==> src/bsm_pkg.sv <==
package bsm_pkg;

  localparam int PATTERN_COUNT = 7;
  localparam int MAX_PATTERN_ELEMENTS = 16;
  localparam int POS_W = $clog2(MAX_PATTERN_ELEMENTS);
  localparam int LANE_IDX_W = $clog2(PATTERN_COUNT);

  // Format group codes written to the configuration register.
  localparam logic [1:0] FMT_WK   = 2'd0;
  localparam logic [1:0] FMT_WB   = 2'd1;
  localparam logic [1:0] FMT_SYLK = 2'd2;
  localparam logic [1:0] FMT_DIF  = 2'd3;

  typedef logic [LANE_IDX_W-1:0] lane_idx_t;
  typedef logic [POS_W-1:0] lane_pos_t;
  typedef logic [PATTERN_COUNT-1:0] lane_mask_t;

  typedef struct packed {
    logic alive;
    logic matched;
  } lane_status_t;

  function automatic lane_mask_t group_mask(logic [1:0] fmt);
    lane_mask_t m;
    unique case (fmt)
      FMT_WK:   m = 7'h07;
      FMT_WB:   m = 7'h08;
      FMT_SYLK: m = 7'h10;
      FMT_DIF:  m = 7'h60;
      default:  m = '0;
    endcase
    return m;
  endfunction

  function automatic lane_pos_t lane_len(lane_idx_t lane);
    lane_pos_t len;
    unique case (lane)
      3'd0:    len = 4'd6;
      3'd1:    len = 4'd9;
      3'd2:    len = 4'd8;
      3'd3:    len = 4'd6;
      3'd4:    len = 4'd4;
      3'd5:    len = 4'd13;
      3'd6:    len = 4'd11;
      default: len = 4'd0;
    endcase
    return len;
  endfunction

  // True when element pos of the lane's signature takes byte b.
  function automatic logic lane_accepts(lane_idx_t lane, lane_pos_t pos, logic [7:0] b);
    logic ok;
    ok = 1'b0;
    unique case (lane)
      3'd0: begin
        unique case (pos)
          4'd0, 4'd1, 4'd3: ok = (b == 8'h00);
          4'd2:             ok = (b == 8'h02);
          4'd4:             ok = (b == 8'h04) || (b == 8'h06);
          4'd5:             ok = (b == 8'h04);
          default:          ok = 1'b0;
        endcase
      end
      3'd1: begin
        unique case (pos)
          4'd0, 4'd1, 4'd3, 4'd7, 4'd8: ok = (b == 8'h00);
          4'd2:    ok = 1'b1;
          4'd4:    ok = (b == 8'h03) || (b == 8'h04) || (b == 8'h05);
          4'd5:    ok = (b == 8'h10);
          4'd6:    ok = (b == 8'h04);
          default: ok = 1'b0;
        endcase
      end
      3'd2: begin
        unique case (pos)
          4'd0, 4'd1, 4'd3, 4'd7: ok = (b == 8'h00);
          4'd2:    ok = (b == 8'h1A);
          4'd4:    ok = (b == 8'h00) || (b == 8'h02);
          4'd5:    ok = (b == 8'h10);
          4'd6:    ok = (b == 8'h04);
          default: ok = 1'b0;
        endcase
      end
      3'd3: begin
        unique case (pos)
          4'd0, 4'd1, 4'd3: ok = (b == 8'h00);
          4'd2:    ok = (b == 8'h02);
          4'd4:    ok = (b == 8'h01) || (b == 8'h02) || (b == 8'h06) || (b == 8'h07);
          4'd5:    ok = (b == 8'h10);
          default: ok = 1'b0;
        endcase
      end
      3'd4: begin
        unique case (pos)
          4'd0:    ok = (b == 8'h49);
          4'd1:    ok = (b == 8'h44);
          4'd2:    ok = (b == 8'h3B);
          4'd3:    ok = (b == 8'h50) || (b == 8'h4E) || (b == 8'h45);
          default: ok = 1'b0;
        endcase
      end
      3'd5: begin
        unique case (pos)
          4'd0:    ok = (b == 8'h54);
          4'd1:    ok = (b == 8'h41);
          4'd2:    ok = (b == 8'h42);
          4'd3:    ok = (b == 8'h4C);
          4'd4:    ok = (b == 8'h45);
          4'd5, 4'd6, 4'd10, 4'd11: ok = 1'b1;
          4'd7:    ok = (b == 8'h30);
          4'd8:    ok = (b == 8'h2C);
          4'd9:    ok = (b == 8'h31);
          4'd12:   ok = (b == 8'h22);
          default: ok = 1'b0;
        endcase
      end
      3'd6: begin
        unique case (pos)
          4'd0:    ok = (b == 8'h54);
          4'd1:    ok = (b == 8'h41);
          4'd2:    ok = (b == 8'h42);
          4'd3:    ok = (b == 8'h4C);
          4'd4:    ok = (b == 8'h45);
          4'd5, 4'd9: ok = 1'b1;
          4'd6:    ok = (b == 8'h30);
          4'd7:    ok = (b == 8'h2C);
          4'd8:    ok = (b == 8'h31);
          4'd10:   ok = (b == 8'h22);
          default: ok = 1'b0;
        endcase
      end
      default: ok = 1'b0;
    endcase
    return ok;
  endfunction

endpackage

==> src/bsm_lane.sv <==
module bsm_lane
  import bsm_pkg::*;
(
  input  logic         clk,
  input  logic         rst_n,
  input  lane_idx_t    lane_id,
  input  logic         advance,
  input  logic         restart,
  input  logic [7:0]   byte_value,
  output lane_status_t status_nxt
);

  lane_pos_t pos_r, pos_nxt;
  logic      alive_r, alive_nxt;
  logic      matched_r, matched_nxt;

  lane_pos_t pos_cur;
  logic      alive_cur;
  logic      matched_cur;

  always_comb begin
    // A restart takes effect before the current byte is examined.
    pos_cur     = restart ? '0 : pos_r;
    alive_cur   = restart ? 1'b1 : alive_r;
    matched_cur = restart ? 1'b0 : matched_r;

    pos_nxt     = pos_cur;
    alive_nxt   = alive_cur;
    matched_nxt = matched_cur;
    if (alive_cur && !matched_cur) begin
      priority if (pos_cur >= lane_len(lane_id)) begin
        matched_nxt = 1'b1;
      end else if (lane_accepts(lane_id, pos_cur, byte_value)) begin
        pos_nxt = pos_cur + POS_W'(1);
      end else begin
        alive_nxt = 1'b0;
      end
    end
  end

  always_ff @(posedge clk) begin
    if (!rst_n) begin
      pos_r     <= '0;
      alive_r   <= 1'b1;
      matched_r <= 1'b0;
    end else if (advance) begin
      pos_r     <= pos_nxt;
      alive_r   <= alive_nxt;
      matched_r <= matched_nxt;
    end
  end

  assign status_nxt.alive   = alive_nxt;
  assign status_nxt.matched = matched_nxt;

endmodule

==> src/byte_signature_matcher_unit.sv <==
// Tests the leading bytes of a file, one byte per transfer, against seven fixed
// signatures in parallel lanes and reports the hit mask plus detected/decided
// for the group picked by cfg_format_select. One byte is taken every cycle while
// no result is stalled; each result appears in the cycle after its byte, from an
// output register, and the per-lane element compare runs as the byte is taken.
// A byte is taken while the current result waits, as long as that result is
// transferred on the same edge. in_first_byte restarts all lanes.
module byte_signature_matcher_unit
  import bsm_pkg::*;
(
  input  logic       clk,
  input  logic       rst_n,
  input  logic       cfg_valid,
  output logic       cfg_ready,
  input  logic [1:0] cfg_format_select,
  input  logic       in_valid,
  output logic       in_ready,
  input  logic [7:0] in_byte_value,
  input  logic       in_first_byte,
  input  logic       in_last_byte,
  output logic       out_valid,
  input  logic       out_ready,
  output logic       out_detected,
  output logic       out_decided,
  output logic [6:0] out_pattern_hits
);

  logic [1:0]   format_select_r;
  logic         out_valid_r;
  logic         detected_r, detected_nxt;
  logic         decided_r, decided_nxt;
  lane_mask_t   hits_r, hits_nxt;
  lane_mask_t   alive_nxt;
  lane_mask_t   gm;
  lane_status_t lane_st [PATTERN_COUNT];
  logic         in_xfer;

  assign in_xfer   = in_valid && in_ready;
  assign in_ready  = !out_valid_r || out_ready;
  assign cfg_ready = 1'b1;

  for (genvar i = 0; i < PATTERN_COUNT; i++) begin : g_lane
    bsm_lane u_lane (
      .clk        (clk),
      .rst_n      (rst_n),
      .lane_id    (LANE_IDX_W'(i)),
      .advance    (in_xfer),
      .restart    (in_first_byte),
      .byte_value (in_byte_value),
      .status_nxt (lane_st[i])
    );
    assign hits_nxt[i]  = lane_st[i].matched;
    assign alive_nxt[i] = lane_st[i].alive;
  end

  always_comb begin
    gm           = group_mask(format_select_r);
    detected_nxt = |(hits_nxt & gm);
    decided_nxt  = detected_nxt || !(|(alive_nxt & gm)) || in_last_byte;
  end

  always_ff @(posedge clk) begin
    if (!rst_n) begin
      format_select_r <= FMT_WK;
      out_valid_r     <= 1'b0;
    end else begin
      if (cfg_valid && cfg_ready) begin
        format_select_r <= cfg_format_select;
      end
      if (in_xfer) begin
        out_valid_r <= 1'b1;
      end else if (out_ready) begin
        out_valid_r <= 1'b0;
      end
    end
  end

  always_ff @(posedge clk) begin
    if (in_xfer) begin
      detected_r <= detected_nxt;
      decided_r  <= decided_nxt;
      hits_r     <= hits_nxt;
    end
  end

  assign out_valid        = out_valid_r;
  assign out_detected     = detected_r;
  assign out_decided      = decided_r;
  assign out_pattern_hits = hits_r;

endmodule

==> config.mk <==
export PLATFORM = sky130hd
export DESIGN_NAME = byte_signature_matcher_unit
export DESIGN_NICKNAME = d
export VERILOG_FILES = /design/src/bsm_pkg.sv /design/src/bsm_lane.sv /design/src/byte_signature_matcher_unit.sv
export SDC_FILE = /design/constraint.sdc
export NUM_CORES = 1
export LEC_CHECK = 0
export CAP_MARGIN = 20
export CORE_UTILIZATION = 60
export DETAILED_ROUTE_END_ITERATION = 8
export DONT_BUFFER_PORTS = 1
export HOLD_SLACK_MARGIN = 0.03
export PLACE_DENSITY_LB_ADDON = 0.12
export SLEW_MARGIN = 40
export SYNTH_ARGS = -nofsm -noshare
export SYNTH_HDL_FRONTEND = slang
export SYNTH_SLANG_ARGS = --single-unit
==> constraint.sdc <==
create_clock -name clk -period 9.2 [get_ports clk]
set_input_delay 0.92 -clock clk [delete_from_list [all_inputs] [get_ports clk]]
set_output_delay 0.92 -clock clk [all_outputs]
set_load 0.02 [all_outputs]
=== Yosys cells after proc, flatten, opt, wreduce, memory -nomap -nowiden ===
Cells that the tools add are included.

* Register bits: 54
* Input bits: 17
* Output and inout port bits: 12
* Word-level logic and storage cells: 273

* Reduce and logical (&&, ||, !) cells: 47
* Equal/unequal tests: 76
* Multiplexer cells: 108
* Bitwise operators: 2
* $lt $le $gt $ge: 7
* Add/subtract/negate cells: 7

{| class="wikitable"
|+ Operator list
! kind !! number
|-
| $mux 4 || 35
|-
| $eq 4x3->1 const B || 20
|-
| $eq 8x7->1 const B || 9
|-
| $mux 1 || 65
|-
| $eq 4x2->1 const B || 14
|-
| $eq 8x6->1 const B || 5
|-
| $eq 4x4->1 const B || 9
|-
| $eq 8x3->1 const B || 4
|-
| $add 4x1->4 const B || 7
|-
| $eq 4x1->1 const B || 7
|-
| $ge 4x4->1 || 7
|-
| $logic_not 4->1 || 7
|-
| $pmux 7 s4 || 1
|-
| $pmux 1 s10 || 2
|-
| $eq 8x2->1 const B || 2
|-
| $eq 8x5->1 const B || 2
|-
| $and 7x7->7 || 2
|-
| $reduce_or 7->1 || 2
|-
| $logic_or 1x1->1 || 12
|-
| $pmux 1 s4 || 3
|-
| $pmux 1 s5 || 2
|-
| $logic_not 1->1 || 9
|-
| $eq 8x1->1 const B || 1
|-
| $logic_and 1x1->1 || 8
|-
| other kinds (9) || 12
|}

=== Logic depth before layout (Yosys ltp) ===
* Word-level depth: 15
* Gate-level depth with buffers: 14
* Mapped depth without buffers: 11

=== Hierarchy ===
Synthesis repeated with hierarchy kept, for this count alone.

* Cell total of the unflattened synthesis: 1485
* Area, all modules: 10677.7 um2

{| class="wikitable"
|+ Modules (own cells, without submodules)
! module !! instances !! cells each !! sequential area each (um2) !! area an instance (um2)
|-
| bsm_lane (g_lane[0].u_lane ...) || 5 || 208 || 120.1 || 1448.9
|-
| bsm_lane (g_lane[5].u_lane ...) || 2 || 204 || 120.1 || 1456.4
|-
| byte_signature_matcher_unit || 1 || 37 || 330.3 || 520.5
|}

=== Worst setup path after synthesis ===
Ideal clock, no wire load.

* Path kind: input to register
* From: input port in_first_byte
* To: register decided_r (netlist: out_decided), data pin
* Cell stages on the path: 12
* Library setup time: 0.261 ns
* Arrival: 3.737 ns
* Path buffers: 3
* Path slack: 5.202 ns
* Data required time: 8.939 ns
* Cells stage by stage: inv_1 -> buf_2 -> clkbuf_1 -> buf_1 -> nand2_1 -> ha_1 -> o31ai_2 -> o21ba_1 -> nor2_1 -> or3_1 -> mux4_2 -> a311o_1

* Elaborated cells between the ends (all ways): 168
* Those cells by class: order compare: 7; eq/ne: 50; mux: 77; bitwise: 2; reduce/logical: 32

{| class="wikitable"
|+ RTL lines
! what !! line !! source
|-
| start, declared || byte_signature_matcher_unit.sv:19 || <nowiki>input logic in_first_byte,</nowiki>
|-
| $mux 4 / $mux 1 (equally long branches) || bsm_lane.sv:23, bsm_lane.sv:25 ||
|-
| $ge 4x4->1 / $logic_not 1->1 (equally long branches) || bsm_lane.sv:31, bsm_lane.sv:30 ||
|-
| $mux 1 / $logic_and 1x1->1 (equally long branches) || bsm_lane.sv:31, bsm_lane.sv:30 ||
|-
| $mux 1 (*) || bsm_lane.sv:30 || <nowiki>if (alive_cur && !matched_cur) begin</nowiki>
|-
| via g_lane[1].u_lane.matched_nxt || bsm_lane.sv:15 || <nowiki>logic matched_r, matched_nxt;</nowiki>
|-
| $and 7x7->7 (*) || byte_signature_matcher_unit.sv:58 || <nowiki>detected_nxt = |(hits_nxt & gm);</nowiki>
|-
| $reduce_or 7->1 (*) || byte_signature_matcher_unit.sv:58 ||
|-
| via detected_nxt || byte_signature_matcher_unit.sv:30 || <nowiki>logic detected_r, detected_nxt;</nowiki>
|-
| $logic_or 1x1->1 (*) (2 in a row) || byte_signature_matcher_unit.sv:59 || <nowiki>decided_nxt = detected_nxt || !(|(alive_nxt & gm)) || in_last_byte;</nowiki>
|-
| via decided_nxt || byte_signature_matcher_unit.sv:31 || <nowiki>logic decided_r, decided_nxt;</nowiki>
|-
| end signal, assigned || byte_signature_matcher_unit.sv:81 || <nowiki>decided_r <= decided_nxt;</nowiki>
|-
| end, declared || byte_signature_matcher_unit.sv:31 ||
|}

Mark *: on every way through the listed nets, which the timed path passes. The rest lies on a longest branch. The select of a mux whose other input is x is not followed.
A chain may end at the register's enable or synchronous reset.

=== Final worst setup path ===
Same ends and word-level chain as after synthesis.

==> impl_table.tex <==
\begin{tabular}{lr}
\hline
Metric & Value \\
\hline
\multicolumn{2}{l}{\textbf{Logic synthesis}} \\
Number of enable flip-flop cells after synthesis & 9 \\
Syn Inst Count & 532 \\
Most used standard cells in the synthesized netlist & sky130\_fd\_sc\_hd\_\_nand2\_1, sky130\_fd\_sc\_hd\_\_nor2\_1, sky130\_fd\_sc\_hd\_\_dfxtp\_1 \\
Most area-hungry cell type in the Yosys netlist & sky130\_fd\_sc\_hd\_\_dfxtp\_1 \\
Warnings from Yosys & 0 \\
Post-Synth Adder-Cell Area & 0.0748 \\
Most used flip-flop cell after synthesis & sky130\_fd\_sc\_hd\_\_dfxtp\_1 \\
Post-synthesis register bit count & 54 \\
Simple-gate area share of the yosys netlist & 0.303 \\
Dominant cells by area after synthesis & sky130\_fd\_sc\_hd\_\_dfxtp\_1, sky130\_fd\_sc\_hd\_\_ha\_1, sky130\_fd\_sc\_hd\_\_edfxtp\_1 \\
Syn nets & 574 \\
Unique masters post-synth & 81 \\
Avg Inst Size Synth & slightly below 8 µm² \\
Mux share of post-synthesis cell area & 0.0224 \\
Largest family of logic cells by synthesized area & simple AND/OR/NAND/NOR gates \\
Most numerous cell in the Yosys netlist & sky130\_fd\_sc\_hd\_\_nand2\_1 \\
Share of flip-flops with an asynchronous set or reset after synthesis & 0 \\
Post-synth top area share & 0.216 \\
Share of the synthesized netlist area taken by xor and xnor gates & 0.0105 \\
Mapped Area & $\sim$0.0042 mm² \\
Compound-cell area share of the yosys netlist & 0.233 \\
Post-synthesis sequential area ratio & 0.280 \\
\multicolumn{2}{l}{\textbf{Critical path}} \\
Terminus of the critical flop-to-flop path & g\_lane[2].u\_lane.pos\_r[2] \\
Bufs and invs on worst path & 1 \\
Setup CP Type & in -> reg \\
CP max stage delay & approximately 0.48 ns \\
Startpoint of the worst register-to-register path & out\_valid \\
Critical path's slowest cell & sky130\_fd\_sc\_hd\_\_mux4\_2 \\
CP Capture Point & out\_decided \\
Startpoint of the most critical setup path & in\_first\_byte \\
Required time reported for the critical path endpoint & $\sim$9.3 ns \\
Cells traversed along the worst timing path & inv\_1 -> nand2\_1 -> ha\_1 -> o31ai\_2 -> o21ba\_1 -> nor2\_1 -> or3\_1 -> mux4\_2 -> a311o\_1 \\
Endpoint class of the critical path & register \\
Cell depth of the worst setup path & 9 \\
Kind of start point of the critical path & input pin \\
Arrival @ worst endpoint & 3.62 ns \\
Flop2flop setup slack & 6.42 ns \\
Maximum fanout along the worst path & 62 \\
Depth of the most critical reg-to-reg path & 10 \\
Critical path's top delay family & compound AO/OA/AOI/OAI gates \\
\multicolumn{2}{l}{\textbf{Power}} \\
P\_leak & 0.00159 µW \\
Logic pwr share & 0.089 \\
Worst supply voltage drop on vdd & 80.3 µV \\
Part of the power in registers & 0.555 \\
Net switching fraction of the power & 0.252 \\
Power per Cell Area & 108 mW/mm² \\
Internal power & 340 µW \\
Switching Power & 115 µW \\
Relative contribution of the clock network to total power & 0.357 \\
\multicolumn{2}{l}{\textbf{Timing}} \\
Transition time of the tightest slew-check pin & 0.832 ns \\
Aggregate negative setup slack & 0 ns \\
Max\_slew headroom & 0.438 \\
Worst setup margin & 5.66 ns \\
Final worst path period share & 0.385 \\
Total count of hold-check failures in the final report & 0 \\
Period minus WS final & 3.54 ns \\
Fin Clk Skew & 0.00969 ns \\
RSZ-0062 raised after global routing & false \\
Highest Clock Rate & between 200 and 300 MHz \\
Slew Limit Fails & 0 \\
Final setup fails & 0 \\
\multicolumn{2}{l}{\textbf{Clock tree}} \\
Clock tree from TritonCTS & built \\
Deepest level of the CTS H-tree & 2 \\
Number of hold-repair buffers added at the cts stage & 0 \\
Clock input transition at the sequential cells of the worst setup and hold paths & $\sim$0.11 ns \\
CTS Buf Count & 5 \\
Buffers inserted during post-CTS setup optimization & 0 \\
Number of instances resized during post-cts repair & 0 \\
Clk sink count & 54 \\
Later-pin clock latency in the skew report & 0.31 ns \\
Clock Tree Buf Depth & 2 \\
Clock root buffer master & sky130\_fd\_sc\_hd\_\_clkbuf\_8 \\
\multicolumn{2}{l}{\textbf{GRT}} \\
Via count of the first global-routing pass & 3579 \\
Gr usage total & 0.293 \\
Global-route wire length before repair & 17200 µm \\
Maximum number of pins on one net before global-route repair & 63 \\
Grt total ovfl & 0 \\
Initial antenna violation count & 0 \\
\multicolumn{2}{l}{\textbf{Final layout}} \\
Fillers & 624 \\
Final net count & 547 \\
Area used by sequential logic in the layout & 0.00117 mm² \\
Total area of multi-input combinational cells & approximately 0.0027 mm² \\
Diode insertion count for antenna repair & 0 \\
Non-filler cells, final & 586 \\
Final core occ & 0.623 \\
Layout cells sized above 1 & 0.0573 \\
Cell area after layout & 0.00421 mm² \\
Area added between synthesis and finish & 0.659\% \\
\multicolumn{2}{l}{\textbf{Run}} \\
Maximum Capacitance Violations & 0 \\
\multicolumn{2}{l}{\textbf{Min path}} \\
Worst hold path type & reg -> reg \\
Launch instance of the worst min-delay path & g\_lane[6].u\_lane.pos\_r[1] \\
\multicolumn{2}{l}{\textbf{Routing}} \\
Detailed router's first-iteration violation count & 400 \\
Number of vias after detailed routing & 3851 \\
Drt first pass iters & 5 \\
DRC Markers & 0 \\
Post-detailed-routing wire length & 10600 µm \\
Mean routed wirelength per cell & 18.2 µm \\
Antenna Nets Post-Route & 0 \\
Per-cell via count in the routed design & roughly 6.6 \\
\multicolumn{2}{l}{\textbf{Run status}} \\
Run status & finished clean \\
\multicolumn{2}{l}{\textbf{Placement}} \\
Worst slack, placed & 5.34 ns \\
DP Area & 0.00410 mm² \\
PortBufs & 0 \\
Post-DP HPWL & 7340 µm \\
Cells after DPL & 578 \\
Weighted congestion at the end of routability-driven global placement & 0.934 \\
\multicolumn{2}{l}{\textbf{Floorplanning}} \\
Die span in y & roughly 85 µm \\
Std cell rows & 30 \\
Number of top-level design ports & 29 \\
Std-Cell Core Area & 0.00676 mm² \\
Starting Density & 0.619 \\
Width of the die & 85.5 µm \\
DIE AREA & between 0.007 and 0.008 mm² \\
\hline
\end{tabular}
per-layer routing:
metal  up-vias  global-route usage  wire (µm)
met3        29              0.0447        580
met4         0               0.103        280
li1       1878                   -          -
met5         -                   0          0
met2       135               0.492       5020
met1      1809               0.381       4760
placed cells by master (no fill, tap or decap), types with 6 or more instances in the layout:
cell                       instances
sky130_fd_sc_hd__a21oi_1          37
sky130_fd_sc_hd__and3_1            8
sky130_fd_sc_hd__dfxtp_1          45
sky130_fd_sc_hd__edfxtp_1          9
sky130_fd_sc_hd__ha_1             25
sky130_fd_sc_hd__inv_1            27
sky130_fd_sc_hd__mux2i_1           6
sky130_fd_sc_hd__nand2_1          64
sky130_fd_sc_hd__nand2b_1          6
sky130_fd_sc_hd__nand3_1          13
sky130_fd_sc_hd__nand4_1          11
sky130_fd_sc_hd__nor2_1           54
sky130_fd_sc_hd__nor2b_1          11
sky130_fd_sc_hd__nor3_1            9
sky130_fd_sc_hd__nor3b_1           6
sky130_fd_sc_hd__nor4_1            7
sky130_fd_sc_hd__nor4b_1           6
sky130_fd_sc_hd__o21a_1            7
sky130_fd_sc_hd__o21ai_0          27
sky130_fd_sc_hd__o22ai_1           7
flip-flops by register name, summed over array words and instances, names as in the netlist:
name	flops
g_lane.u_lane.pos_r	28
g_lane.u_lane.alive_r	7
g_lane.u_lane.matched_r	7
out_pattern_hits	7
format_select_r	2
out_decided	1
out_detected	1
out_valid	1
cell families (layout without fill, tap and decap cells):
family          after synthesis  after routing
fa+ha+maj                    25             25
other cells                   1              1
xor+xnor                      5              5
buf+inv                      65             39
flops                        54             54
simple gates                229            229
mux                           8              8
compound gates              145            145
power groups by stage:
stage               Clock [µW]  Combinational, µW  Sequential (µW)
finish                     162               40.2              252
CTS                        163               39.7              252
global placement             0               39.0              257
detailed placement           0               39.4              257
global route               172               43.5              253
floorplan                    0               44.0              256
tightest hold or removal path, delay by kind of cell (launching register included):
kind | cells | cell delay, ns
AOI/OAI and AO/OA | 1 | 0.05
DFF | 1 | 0.32
and+or+nand+nor | 1 | 0.05
worst min path at each step:
stage / end / cells after the start
6_report: g_lane[6].u_lane.pos_r[1] / 2
5_1_grt: g_lane[6].u_lane.pos_r[1] / 2
4_1_cts: g_lane[6].u_lane.pos_r[1] / 2
3_5_place_dp: g_lane[6].u_lane.pos_r[1] / 2
3_3_place_gp: g_lane[6].u_lane.pos_r[1] / 2
2_1_floorplan: g_lane[6].u_lane.pos_r[1] / 2
final cells by class:
type / count / share of cell area
clock buffers: 5 / 0.0164
clock inverters: 3 / 0.00952
inverters: 28 / 0.0250
multi-input cells: 413 / 0.642
flip-flops and latches: 54 / 0.278
well taps: 80 / 0.0238
repair buffers: 3 / 0.00535
through the flow:
step | total power (µW) | hold WS [ns]
floorplan | 300 | 0.437
global placement | 296 | 0.444
detailed placement | 297 | 0.448
CTS | 455 | 0.463
global route | 468 | 0.472
finish | 454 | 0.461
No activity file was read; power rests on OpenSTA's default activity.
